--- src/design/rmd_ram.sv ---
// Generic simple dual-port RAM: one write port, one read port, registered read.
// Standalone; no package needed.

module rmd_ram #(
	parameter int WIDTH = 16,
	parameter int DEPTH = 127,
	localparam int AW = (DEPTH > 1) ? $clog2(DEPTH) : 1
) (
	input  logic             clk,
	input  logic             we,
	input  logic [AW-1:0]    waddr,
	input  logic [WIDTH-1:0] wdata,
	input  logic [AW-1:0]    raddr,
	output logic [WIDTH-1:0] rdata
);

	logic [WIDTH-1:0] mem [DEPTH];
	logic [WIDTH-1:0] rdata_q;

	always_ff @(posedge clk) begin
		if (we)
			mem[waddr] <= wdata;
		rdata_q <= mem[raddr];
	end

	assign rdata = rdata_q;

endmodule

--- config.mk ---
export PLATFORM = sky130hd
export DESIGN_NAME = rmd_ram
export DESIGN_NICKNAME = d
export VERILOG_FILES = /design/src/design/rmd_ram.sv
export SDC_FILE = /design/constraint.sdc
export NUM_CORES = 2
export LEC_CHECK = 0
export ABC_AREA = 1
export BUFFER_PORTS_ARGS = -buffer_cell sky130_fd_sc_hd__buf_2
export CAP_MARGIN = 20
export CELL_PAD_IN_SITES_DETAIL_PLACEMENT = 1
export CELL_PAD_IN_SITES_GLOBAL_PLACEMENT = 1
export CORE_MARGIN = 4
export CORE_UTILIZATION = 35
export CTS_BUF_LIST = sky130_fd_sc_hd__clkbuf_4 sky130_fd_sc_hd__clkbuf_8
export CTS_CLUSTER_DIAMETER = 80
export DETAILED_ROUTE_END_ITERATION = 7
export PLACE_DENSITY_LB_ADDON = 0.1
export SYNTH_ARGS = -nofsm -noshare
export SYNTH_HDL_FRONTEND = slang
export SYNTH_SLANG_ARGS = --single-unit
--- constraint.sdc ---
create_clock -name clk -period 3.05 [get_ports clk]
set_input_delay 0 -clock clk [delete_from_list [all_inputs] [get_ports clk]]
set_output_delay 0 -clock clk [all_outputs]
set_load 0.01 [all_outputs]
* Word-level counts from Yosys, hierarchy flattened
Memory sizes are Yosys's and may differ from the RTL's. A register that Yosys moved wholly into a read port is not among the register bits. Cells that the tools add are included.
Storage, ports and cells: flip-flop bits (word level) 0, bits in writable memories 2032, input bits 32, output and inout port bits 16, word-level logic and storage cells 3, memories kept 1
Operators by class: muxes and demuxes 2
Memories:
- mem | depth 127, bits a word 16, read ports 1, clocked after memory_dff 1, write ports 1, line 17 | logic [WIDTH-1:0] mem [DEPTH];
Operators with widths (count):
- two-way mux 1 bit | 2

* Longest topological paths before layout
depth in word-level cells 2, depth in mapped cells 13, depth with buffers taken out 10

* Worst setup path before layout
Ideal clock, no wire load.
path kind in2reg, from input we, to memory mem[105][0] (enable), library setup time 0.388 ns, arrival time 1.316 ns, required time 2.662 ns, setup slack 1.345 ns, stages on the path 4, path buffers 2, cells stage by stage clkbuf_1 nand2_1 clkbuf_1 nor2_1
Between the ends: cells in the longest elaborated chain, start to end 2
Ends and longest elaborated chain:
- from (decl) | line 10 | input logic we,
- two-way mux 1 bit | line 21 | if (we)
- two-way mux 1 bit (not written as such) | line 22 | mem[waddr] <= wdata;
- to (decl) | line 17
No other way between the ends.

==> results by group <==
Synth
  – Sequential area share after synthesis: 74.7%
  – Cell area after synthesis: 82,100 µm²
  – Dominant cells by area after synthesis: edfxtp_1, nand3_1, nand2_1, buf_2, nor2_1
  – Mapped Cells: 6,784
  – Yosys warning count: 0
  – Synthesized net count: 6,816
  – Yosys reg bits: 2,048
  – Syn_area_per_cell: 12.1 µm²
  – Cell variety after synth: 15
  – Cell taking the most area after synthesis: edfxtp_1
  – Top cell type's share of synthesized area: 74.3%

Floorplan
  – Die width: 492 µm
  – Initial Utilization: 35.2%
  – IO Pins: 48
  – Num rows: 177
  – DIE HEIGHT: 492 µm
  – Die area: 242,000 µm²
  – Core Area: 233,000 µm²

STA
  – RSZ-0062 raised after global routing: false
  – Final setup vio count: 0
  – Tightest Pin Transition: 1.04 ns
  – Final WS setup: 0.162 ns
  – Final slew viol count: 0
  – Final hold vios: 0
  – Setup TNS: 0 ns
  – Fmax: 346 MHz
  – Period utilisation layout: 94.7%
  – Clk_skew: 0.0660 ns
  – Worst slew margin: 30.4%
  – Fin crit period: 2.89 ns

Finish
  – Non-Filler Instances: 10,574
  – Final instance area: 95,500 µm²
  – Nets: 7,200
  – Layout overhead on the synthesized area: 16.3%
  – Most frequent cells in the layout: nand2_1, edfxtp_1, nand3_1, clkbuf_8, buf_4
  – Ratio of cells with drive above 1 in the final layout: 13.6%
  – Leading cell type in the layout, fill and taps excluded: nand2_1

Critical path
  – Max FO, Critical Path: 53
  – Max incr delay on CP: 0.59 ns
  – CP max stage cell: dlygate4sd3_1
  – Type of the worst setup path: in -> reg
  – Most common cell on crit path: nand3_1
  – Worst setup SP type: input pin
  – CP arrival: 3.90 ns
  – Crit path required time: 4.06 ns
  – CP Buf/Inv Count: 7
  – Delay-heaviest family, CP: buffers and inverters
  – CP cell instances: dlygate4sd3_1 -> buf_12 -> clkinv_16 -> buf_12 -> nand3_1 -> nand3_1 -> dlygate4sd3_1 -> nand3_1 -> nand3_1 -> nand3_1 -> dlygate4sd3_1 -> nand3_1 -> dlygate4sd3_1 -> nand2_1
  – CP endpoint kind: register

Status
  – Run status: finished, final reports clean

Route
  – Initial DRT Pass Iterations: 5
  – DRC: 0
  – DRT iter0 DRCs: 4,904
  – Via density: 5.26
  – Post-Route WL: 288 mm
  – Antenna viol nets, final: 0
  – Vias post-DR: 55,648
  – WL per Instance: 27.2 µm

CTS
  – H-tree depth: 5
  – Root buffer cell: clkbuf_8
  – Clock tree buffer depth: 4
  – CTS sink cnt: 2,048
  – Worst-skew pair later-pin latency: 1.08 ns
  – Cts bufs inserted: 380
  – Clock slew at reported path FFs: 0.06 ns
  – Post-CTS Setup Inserts: 0
  – CTS tree: yes

Place
  – Placed Cells: 9,852
  – Port Buffer Count: 47
  – Hpwl dp: 163 mm
  – Setup slack at placement: 0.147 ns
  – Gp weighted congestion: 0.793
  – Placed inst area: 87,800 µm²

Pwr
  – Leakage: 0.0337 µW
  – Pwr dens: 631 nW/µm²
  – Worst vdd ir: 0.422 mV

Global routing
  – Grt total ovfl: 0
  – Vias in the first global route: 56,854
  – First-pass GRT wire length: 414 mm
  – Initial antenna violation count: 17
  – Largest net degree at the start of global routing: 128
  – GRT Total Usage: 23.3%

Worst hold path
  – Hold Crit Class: in -> reg

Flow run
  – Total of max-cap violations: 0
routing by layer:
layer / wire, µm / up-vias / track usage, % / part of all wire [%]
li1: - / 24991 / - / -
met1: 134000 / 28909 / 33.6 / 47
met2: 133000 / 1320 / 36.8 / 46
met3: 12700 / 428 / 3.12 / 4.4
met4: 8080 / 0 / 6.81 / 2.8
met5: 0 / - / 0 / 0
final timing paths:
check	startpoint	end	slack, ns	cells past startpoint
worst max-delay path	raddr[1]	rdata[0]	0.16	14
worst min-delay path	wdata[9]	mem[56][9]	0.08	2
worst max register to register	mem[1][0]	rdata[0]	0.17	11
worst min register to register	mem[42][2]	rdata[2]	0.87	8
flip-flops by register name (all words and copies together) (netlist names):
register and cells:
rdata 16, mem 2032
cell type report:
class | instances | area [µm²]
repair inverters | 1 | 11.3
fillers | 24688 | 138000
multi-input cells | 4236 | 18500
flip-flops and latches | 2048 | 61300
clock buffers | 515 | 6310
diodes | 9 | 22.5
repair buffers | 453 | 4500
inverters | 48 | 235
clock inverters | 132 | 609
well taps | 3132 | 3920
synthesized netlist by cell type:
cell,number
buf_1,38
buf_2,297
buf_4,19
buf_6,4
clkbuf_1,94
clkinv_2,1
dfxtp_1,16
edfxtp_1,2032
inv_1,44
inv_2,2
inv_4,1
nand2_1,2081
nand3_1,1982
nor2_1,165
nor3_1,8
repair_timing:
| action | CTS | global route |
|---|---|---|
| endpoints found under the setup margin | 0 | 2 |
| resized for setup | 0 | 2 |
| hold buffers | 65 | 0 |
| hold endpoints to repair | 3046 | 0 |
cells by family (layout without fill, tap and decap cells):
logic type	Yosys count	after routing	synth area share [%]
other cells	0	9	0
simple gates	4236	4236	22.4
buf+inv	500	1149	2.87
flops	2048	2048	74.7
per-stage QoR:
step | hold WS [ns] | power [µW] | utilization (%)
2_1_floorplan | 0.0989 | 33600 | -
3_3_place_gp | 0.443 | 35800 | 37.7
3_5_place_dp | 0.445 | 35800 | 37.7
4_1_cts | 0.00357 | 60900 | 41.0
5_1_grt | 0.0614 | 62500 | 41.0
6_report | 0.0778 | 60200 | 41.0
where the power goes:
part           switching [µW]  internal (µW)
Sequential               62.5          31100
Clock                   11500          13400
Combinational            3130           1030
Note: power is estimated with default switching activity, not from simulation.
