--- config.mk ---
export PLATFORM = sky130hd
export DESIGN_NAME = rmd_cell
export DESIGN_NICKNAME = d
export VERILOG_FILES = /design/src/design/rmd_pkg.sv /design/src/design/rmd_cell.sv
export SDC_FILE = /design/constraint.sdc
export NUM_CORES = 1
export LEC_CHECK = 0
export ABC_AREA = 1
export BUFFER_PORTS_ARGS = -buffer_cell sky130_fd_sc_hd__buf_2
export CAP_MARGIN = 20
export CORE_MARGIN = 1.5
export CORE_UTILIZATION = 40
export CTS_CLUSTER_DIAMETER = 30
export CTS_CLUSTER_SIZE = 8
export DETAILED_ROUTE_END_ITERATION = 6
export PLACE_DENSITY_LB_ADDON = 0.12
export SETUP_SLACK_MARGIN = 0.05
export SLEW_MARGIN = 20
export SYNTH_ARGS = -nofsm -noshare
export SYNTH_HDL_FRONTEND = slang
export SYNTH_SLANG_ARGS = --single-unit
--- constraint.sdc ---
create_clock -name clk -period 4.08 [get_ports clk]
set_clock_uncertainty 0.15 [all_clocks]
set_input_delay 0.204 -clock clk [delete_from_list [all_inputs] [get_ports clk]]
set_output_delay 0.204 -clock clk [all_outputs]
set_load 0.05 [all_outputs]
--- src/design/rmd_pkg.sv ---
// Running median detrend: shared constants, types and helpers.
// Used by rmd_cell and running_median_detrend_unit; depends on nothing.

package rmd_pkg;

	localparam int MAX_HALF_WIDTH = 63;
	localparam int HALF_RESET     = 30;
	localparam int DEPTH          = 2 * MAX_HALF_WIDTH + 1;
	localparam int IDX_W          = $clog2(DEPTH);
	localparam int CNT_W          = $clog2(DEPTH + 1);
	localparam int HALF_W         = $clog2(MAX_HALF_WIDTH + 1);
	localparam int CFG_W          = 6;
	localparam int SAMPLE_W       = 16;
	localparam int RESID_W        = SAMPLE_W + 1;

	typedef logic signed [SAMPLE_W-1:0] sample_t;
	typedef logic signed [RESID_W-1:0]  resid_t;
	typedef logic [IDX_W-1:0]           idx_t;
	typedef logic [CNT_W-1:0]           cnt_t;
	typedef logic [HALF_W-1:0]          half_t;
	typedef logic [CFG_W-1:0]           cfg_t;

	typedef enum logic [1:0] {
		CELL_HOLD,
		CELL_DROP,
		CELL_INSERT
	} cell_op_t;

	typedef struct packed {
		cell_op_t op;
		sample_t  key;
		idx_t     n;
	} cell_ctl_t;

	typedef enum logic [2:0] {
		ST_IDLE,
		ST_DROP,
		ST_INSERT,
		ST_MEDIAN,
		ST_EMIT
	} state_t;

	// Clamp a raw half-width code into 1..MAX_HALF_WIDTH.
	function automatic half_t eff_half(cfg_t raw);
		int unsigned h;
		h = int'(raw);
		if (h < 1)
			h = 1;
		if (h > MAX_HALF_WIDTH)
			h = MAX_HALF_WIDTH;
		return HALF_W'(h);
	endfunction

endpackage

--- src/design/rmd_cell.sv ---
// One entry of the sorted window: holds a value, shifts toward its neighbors.
// Depends on rmd_pkg.

module rmd_cell (
	input  logic               clk,
	input  rmd_pkg::cell_ctl_t ctl,
	input  rmd_pkg::idx_t      idx,
	input  rmd_pkg::sample_t   left_val,
	input  logic               left_gt,
	input  rmd_pkg::sample_t   right_val,
	output rmd_pkg::sample_t   val,
	output logic               gt
);

	rmd_pkg::sample_t val_q;

	// Entries past the occupied count act as larger than any key.
	assign gt  = (idx >= ctl.n) || (val_q > ctl.key);
	assign val = val_q;

	always_ff @(posedge clk) begin
		case (ctl.op)
			rmd_pkg::CELL_HOLD: begin
			end
			rmd_pkg::CELL_DROP: begin
				// close the gap left by the removed value
				if (val_q >= ctl.key)
					val_q <= right_val;
			end
			rmd_pkg::CELL_INSERT: begin
				// first larger entry takes the key, the rest shift right
				if (gt)
					val_q <= left_gt ? left_val : ctl.key;
			end
			default: begin
			end
		endcase
	end

endmodule

# [Yosys cells after proc, flatten, opt, wreduce, memory -nomap -nowiden]
# Cells that the tools add are included.
[word_totals] out_inout_bits=17 ff_bits=16 in_bits=66
[op_classes] reduce_logical=3 eq_ne=4 mux=4 order_cmp=3
[ops] op="$mux 16" n=3
[ops] op="$pmux 16 s2" n=1
[ops] op="$ge 16x16->1" n=1
[ops] op="$gt 16x16->1" n=1
[ops] op="$ge 7x7->1" n=1
[ops] op="$ne 2x2->1 const B" n=2
[ops] op="$reduce_and 3->1" n=1
[ops] op="$eq 2x1->1 const B" n=1
[ops] op="$eq 2x2->1 const B" n=1
[ops] op="$reduce_bool 2->1" n=1
[ops] op="$logic_or 1x1->1" n=1

# [Logic depth before layout (Yosys ltp)]
# Gate-level depths: netlist of run 1.
[logic_depth] word_depth=4 mapped_depth=16 mapped_depth_nobuf=16

# [Worst setup path after synthesis of run 1]
# No wires, ideal clock.
[synth_timing] path_type="register to register" start="register val_q[15], in the netlist val[15]" end="register val_q[0], in the netlist val[0] (enable)" required_ps=3596 path_slack_ps=1438 path_buffers=0 arrival_ps=2157 setup_ps=334 stages_incl_launch_ff=12 cell_sequence="edfxtp_1 -> ha_1 -> nand2_2 -> o21bai_1 -> nand2_1 -> a21oi_2 -> nand2_1 -> nand2_1 -> nand3_2 -> nand2_2 -> nand2_2 -> nand2_2"
[synth_via] elab_chain_cells=4
[synth_lines] item="from (decl)" line_no="rmd_cell.sv:15" rtl="rmd_pkg::sample_t val_q;"
[synth_lines] item="from (signal assigned)" line_no="rmd_cell.sv:28" rtl="val_q <= right_val;"
[synth_lines] item="from (signal assigned)" line_no="rmd_cell.sv:33" rtl="val_q <= left_gt ? left_val : ctl.key;"
[synth_lines] item="$gt 16x16->1" line_no="rmd_cell.sv:18" rtl="assign gt = (idx >= ctl.n) || (val_q > ctl.key);"
[synth_lines] item="$logic_or 1x1->1" line_no="rmd_cell.sv:18"
[synth_lines] item="named net gt" line_no="rmd_cell.sv:12" rtl="output logic gt"
[synth_lines] item="$ne 2x2->1 (no line)"
[synth_lines] item="$reduce_and 3->1 (no line)"
# The timed path passes the listed nets, and every way through them passes these cells.
# A chain may end at the register's enable or synchronous reset.

# [Worst setup path after layout of run 1]
[layout_timing] start="register val_q[15], in the netlist val[15]" end="register val_q[5], in the netlist val[5] (enable)"
[layout_via] elab_chain_cells=4
[layout_lines] item="$gt 16x16->1" line_no="rmd_cell.sv:18"
[layout_lines] item="$logic_or 1x1->1" line_no="rmd_cell.sv:18"
[layout_lines] item="$ne 2x2->1 (no line)"
[layout_lines] item="$reduce_and 3->1 (no line) (*)"
# Mark *: on every way between the ends. The rest lies on a longest branch, timed or not.

==> impl_metrics.py, run 1 <==
metrics = {
    "setup_path": {
        "worst_r2r_path_depth": 11,
        "startpoint_type": "register",
        "path_class": "reg2reg",
        "crit_buf_inv": 0,
        "cpPeakStageDelay_ps": 410,
        "r2r_start": "val[15]",
        "crit_top_cell": "nand2_2",
        "crit_required_ps": 3840,
        "startpoint": "val[15]",
        "endpoint_kind": "register",
        "critical_path_depth": 11,
        "worstPathCellList": "ha_1 -> nand2_2 -> o21bai_1 -> nand2_1 -> a21oi_2 -> nand2_1 -> nand2_1 -> nand3_2 -> nand2_2 -> nand2_2 -> nand2_2",
        "crit_fanout": 16,
        "slowest_stage": "edfxtp_1",
        "cp_top_family": "simple AND/OR/NAND/NOR gates",
        "arrival_ps": 2140,
    },
    "layout": {
        "final_layout_size_suffix_gt1_frac": 0.348,
        "final_nets": 369,
        "largest_register_ffs": 16,
        "syn2layout_area_growth_pct": 32.5,
        "diodes": 0,
    },
    "timing": {
        "tightestPinTransition_ps": 680,
        "drv_slew": 0,
        "fmax_mhz": 420,
        "relSlewSlack": 0.546,
        "final_hold_viol_count": 0,
        "tns_ps": 0,
        "finalSetupViolations": 0,
        "fin_hold_ws_ps": 146,
        "min_period_ps": 2380,
        "grt_setup_unrepaired": "no",
        "fin_crit_sh": 0.584,
    },
    "power_and_ir_drop": {
        "p_per_area_mw_per_mm2": 292,
        "clkPwrFrac": 0.212,
        "seqPwrFrac": 0.369,
        "swShare": 0.388,
        "vdd_drop_max_mv": 0.146,
        "power_frac_comb": 0.419,
        "p_int_mw": 0.355,
        "switching_power_mw": 0.224,
        "total_power_mw": 0.579,
        "p_leak_nw": 1.09,
    },
    "global_route": {
        "grt_pass1_wl_um": 5860,
        "grt_max_degree": 34,
        "antenna_found_initial": 0,
        "track_usage": 0.177,
        "grt_overflow": 0,
        "grt_pass1_vias": 1428,
    },
    "clocking": {
        "numCtsBuffers": 3,
        "clock-root-buffer": "clkbuf_8",
        "post_cts_resized": 0,
        "cts_buffer_depth": 2,
        "post_cts_buffers": 0,
        "htreeDepth": 1,
        "clk_latency_ps": 250,
        "cts_tree": "yes",
        "clock-sinks": 16,
        "path_clk_slew_ps": 60,
        "postCtsHoldBufs": 0,
    },
    "yosys": {
        "ys_types": 23,
        "syn_area_sq_mm": 0.00150,
        "synth_area_per_cell_sq_um": 7.53,
        "yosysWarningCount": 0,
        "synth-seq-cells": 16,
        "syn-num-nets": 288,
        "yosysSeqAreaShare": 0.321,
        "synthCells": 199,
    },
    "floorplanning": {
        "die_w_um": 64.2,
        "die_area_sq_mm": 0.00412,
        "initial_core_util": 0.413,
        "rows": 22,
        "io_pins": 83,
        "dieHeight_um": 64.2,
        "core-area_sq_mm": 0.00363,
    },
    "route": {
        "wl_met2_um": 1500,
        "drtAntennaViolNets": 0,
        "vias": 1538,
        "route.detailed.drc": 0,
        "vias_per_cell": 4.70,
        "first_pass_iters": 4,
        "top_layer_used": "met4",
        "drt_iter0_drc": 21,
        "wire_per_inst_um": 10.4,
        "met3_length_um": 270,
        "wl_um": 3390,
        "met1_length_um": 1600,
    },
    "place": {
        "globalplace.congestion": 0.713,
        "io_buffers": 82,
        "dp_hpwl_um": 2750,
    },
    "min_path": {
        "min_path_cells": 3,
        "hold_class": "in2reg",
        "hp-start": "right_val[1]",
    },
    "flow_run": {
        "max_cap_violations": 0,
    },
    "run_status": {
        "status": "completed",
    },
}
## worst min-delay path: stages
cell and delay (ps):
buf_2 70, nor2_1 30, a31oi_1 120
## layout make-up
cell class	instances	area [sq um]
Clock buffer	3	41.3
Clock inverter	1	3.75
Fill cell	379	1650
Inverter	31	116
Multi-Input combinational cell	146	873
Sequential cell	16	480
Tap cell	48	60.1
Timing Repair Buffer	82	410
## power by group through the flow
| stage | registers, mW | clock network, mW | logic, mW |
|---|---|---|---|
| finish | 0.214 | 0.123 | 0.242 |
| CTS | 0.214 | 0.126 | 0.246 |
| global route | 0.216 | 0.134 | 0.274 |
| floorplan | 0.273 | 0 | 0.116 |
| global placement | 0.216 | 0 | 0.243 |
| detailed placement | 0.217 | 0 | 0.244 |
## metrics by stage
step | instances | setup WS [ps] | utilization | area [sq um]
after floorplan | 199 | 1440 | - | 1500
after global placement | 323 | 1800 | 0.534 | 1940
after detailed placement | 323 | 1710 | 0.534 | 1940
after CTS | 327 | 1690 | 0.546 | 1990
after global routing | 327 | 1440 | 0.546 | 1990
final | 327 | 1700 | 0.546 | 1990
## path summary, 6_finish.rpt
| kind | end | slack [ps] |
|---|---|---|
| max reg2reg | val[5] | 1700 |
| min | val[1] | 150 |
| min reg2reg | val[13] | 1180 |
| max | val[5] | 1700 |
## logic make-up after synthesis
logic type | count (synthesis) | share of synthesized area
DFF | 16 | 0.321
adders and majority gates | 23 | 0.192
buffers and inverters | 37 | 0.0968
and+or+nand+nor | 94 | 0.265
AOI/OAI and AO/OA | 29 | 0.126
## cells in the mapped netlist
master / number / area (sq um)
nand2_1: 55 / 206
nand3_1: 7 / 35.0
nand4_1: 2 / 12.5
a21o_1: 1 / 7.51
clkbuf_1: 1 / 3.75
edfxtp_1: 16 / 480
a21oi_2: 1 / 8.76
nor3_2: 1 / 10.0
a21oi_1: 7 / 35.0
o21bai_1: 1 / 7.51
a211oi_4: 1 / 20.0
a31oi_1: 16 / 100
buf_1: 2 / 7.51
nor2_4: 1 / 11.3
nand3_2: 1 / 10.0
o21ai_0: 2 / 10.0
inv_2: 3 / 11.3
nand2_2: 4 / 25.0
inv_1: 28 / 105
buf_4: 1 / 7.51
nor2_1: 23 / 86.3
ha_1: 23 / 288
buf_2: 2 / 10.0
## routing by layer
metal | GRT usage | vias to the layer above
met4 | 0.0399 | 0
met3 | 0.0370 | 2
met5 | 0 | -
met2 | 0.297 | 59
li1 | - | 820
met1 | 0.235 | 657
## placed cells by master (no fill, tap or decap), types with 2 or more instances in the layout
cell type	netlist	layout
a21oi_1	7	7
a31oi_1	16	16
buf_2	2	82
clkbuf_8	0	3
edfxtp_1	16	16
ha_1	23	23
inv_1	28	28
inv_2	3	3
nand2_1	55	55
nand2_2	4	4
nand3_1	7	7
nand4_1	2	2
nor2_1	23	23
o21ai_0	2	2
No activity file was read; power rests on OpenSTA's default activity.
==> run 2: changes to the inputs <==
clock period = 2.28 ns   (was 4.08 ns; I/O delays follow)
==> run 2 against run 1 <==
Sequential share of layout area is 2.5 points lower. Hold slack worse by 91 ps. Register-to-register slack worse by 1600 ps. Final area is 11% higher. Sequential power is 81% higher. First-iteration DRC count is 90% higher. Total power is 96% higher. Wire length is 15% higher. Sequential cell count stayed put.
==> impl_metrics.py, run 2 (synthesized netlist as in run 1, its figures left out) <==
metrics = {
    "run_status": {
        "status": "completed",
    },
    "min_path": {
        "hold_class": "in2reg",
    },
    "layout": {
        "final_common_cell": "buf_2",
        "stdcell_area_sq_mm": 0.00221,
        "final_nets": 376,
        "diodes": 0,
        "final_layout_size_suffix_gt1_frac": 0.406,
        "final_cells": 334,
        "mostFrequentLayoutCells": "buf_2 (81), nand2_1 (54), inv_1 (28)",
        "syn2layout_area_growth_pct": 47.4,
        "largest_register_ffs": 16,
        "final_core_util": 0.608,
    },
    "clocking": {
        "htreeDepth": 1,
        "cts_buffer_depth": 2,
        "clock-sinks": 16,
        "path_clk_slew_ps": 70,
        "clk_latency_ps": 250,
        "postCtsHoldBufs": 0,
        "clock-root-buffer": "clkbuf_8",
        "cts_tree": "yes",
        "numCtsBuffers": 3,
    },
    "global_route": {
        "antenna_found_initial": 0,
        "grt_pass1_wl_um": 6000,
        "grt_pass1_vias": 1494,
        "grt_max_degree": 17,
        "grt_overflow": 0,
        "track_usage": 0.183,
    },
    "setup_path": {
        "crit_fanout": 4,
        "cpPeakStageDelay_ps": 440,
        "endpoint_kind": "output port",
        "reg2reg_setup_slack_ps": 110,
        "crit_top_cell": "nand2_4",
        "path_class": "reg2out",
        "worstPathCellList": "ha_4 -> nand2_4 -> o21bai_1 -> nand2_1 -> a21oi_2 -> buf_4 -> nand3_1 -> nand3_2 -> nand2_4 -> buf_6",
        "slowest_stage": "edfxtp_1",
        "startpoint_type": "register",
        "arrival_ps": 1950,
        "crit_required_ps": 2020,
    },
    "timing": {
        "final_hold_viol_count": 0,
        "drv_slew": 0,
        "grt_setup_unrepaired": "yes",
        "min_period_ps": 2210,
        "fin_hold_ws_ps": 55.2,
        "tightestPinTransition_ps": 371,
        "relSlewSlack": 0.752,
        "fin_crit_sh": 0.970,
        "fmax_mhz": 452,
        "finalSetupViolations": 0,
    },
    "floorplanning": {
        "dieHeight_um": 64.2,
        "rows": 22,
        "die_w_um": 64.2,
        "die_area_sq_mm": 0.00412,
        "io_pins": 83,
        "initial_core_util": 0.413,
        "core-area_sq_mm": 0.00363,
    },
    "route": {
        "route.detailed.drc": 0,
        "vias": 1609,
        "drt_iter0_drc": 40,
        "wl_um": 3900,
        "drtAntennaViolNets": 0,
        "wire_per_inst_um": 11.7,
        "first_pass_iters": 4,
        "vias_per_cell": 4.82,
    },
    "place": {
        "postPlaceCellArea_sq_mm": 0.00199,
        "io_buffers": 82,
        "placedCellCount": 326,
        "globalplace.congestion": 0.735,
        "dp_hpwl_um": 2990,
    },
    "power_and_ir_drop": {
        "total_power_mw": 1.14,
        "vdd_drop_max_mv": 0.295,
        "p_per_area_mw_per_mm2": 514,
        "p_leak_nw": 1.15,
    },
    "flow_run": {
        "max_cap_violations": 0,
    },
}
-- run 2: layout make-up --
| cell class | instances | area [sq um] |
|---|---|---|
| inverters | 31 | 116 |
| multi-input cells | 147 | 1050 |
| clock inverters | 1 | 3.75 |
| repair buffers | 88 | 462 |
| flip-flops and latches | 16 | 480 |
| fillers | 364 | 1420 |
| clock buffers | 3 | 41.3 |
| well taps | 48 | 60.1 |
-- run 2: stage by stage --
stage	TNS, ps	worst slack [ps]
floorplan	-2370	-148
detailed placement	0	72.9
CTS	0	58.3
global route	-27.2	-27.2
finish	0	67.8
global placement	0	131
-- run 2: critical path, delay by kind of cell (launching register included) --
kind	cells	cell delay (ps)
simple gates	5	420
compound gates	2	250
flops	1	440
fa+ha+maj	1	290
buf+inv	2	290
-- run 2: worst paths after layout --
check	startpoint	endpoint	cells after the start
worst min-delay path	right_val[6]	val[6]	3
worst max register to register	val[15]	val[3]	10
worst min register to register	val[15]	val[6]	5
worst max-delay path	val[15]	gt	10
-- run 2: metal layers --
layer | global-route usage | part of all wire | vias up | routed length [um]
met2 | 0.336 | 0.49 | 63 | 1890
li1 | - | - | 836 | -
met3 | 0.0352 | 0.071 | 6 | 276
met4 | 0.0505 | 0.013 | 0 | 51
met1 | 0.215 | 0.43 | 704 | 1680
met5 | 0 | 0 | - | 0
-- run 2: timing repair --
| item | CTS | global route |
|---|---|---|
| buffers inserted | 0 | 3 |
| gates cloned | 0 | 1 |
| pin swaps | 0 | 8 |
| gates resized for setup | 2 | 17 |
| endpoints found under the setup margin | 12 | 17 |
-- run 2: report_power, final --
part	total [mW]	switching [mW]	internal [mW]
clock	0.222	0.103	0.120
combinational	0.524	0.328	0.197
sequential	0.388	0.0213	0.367
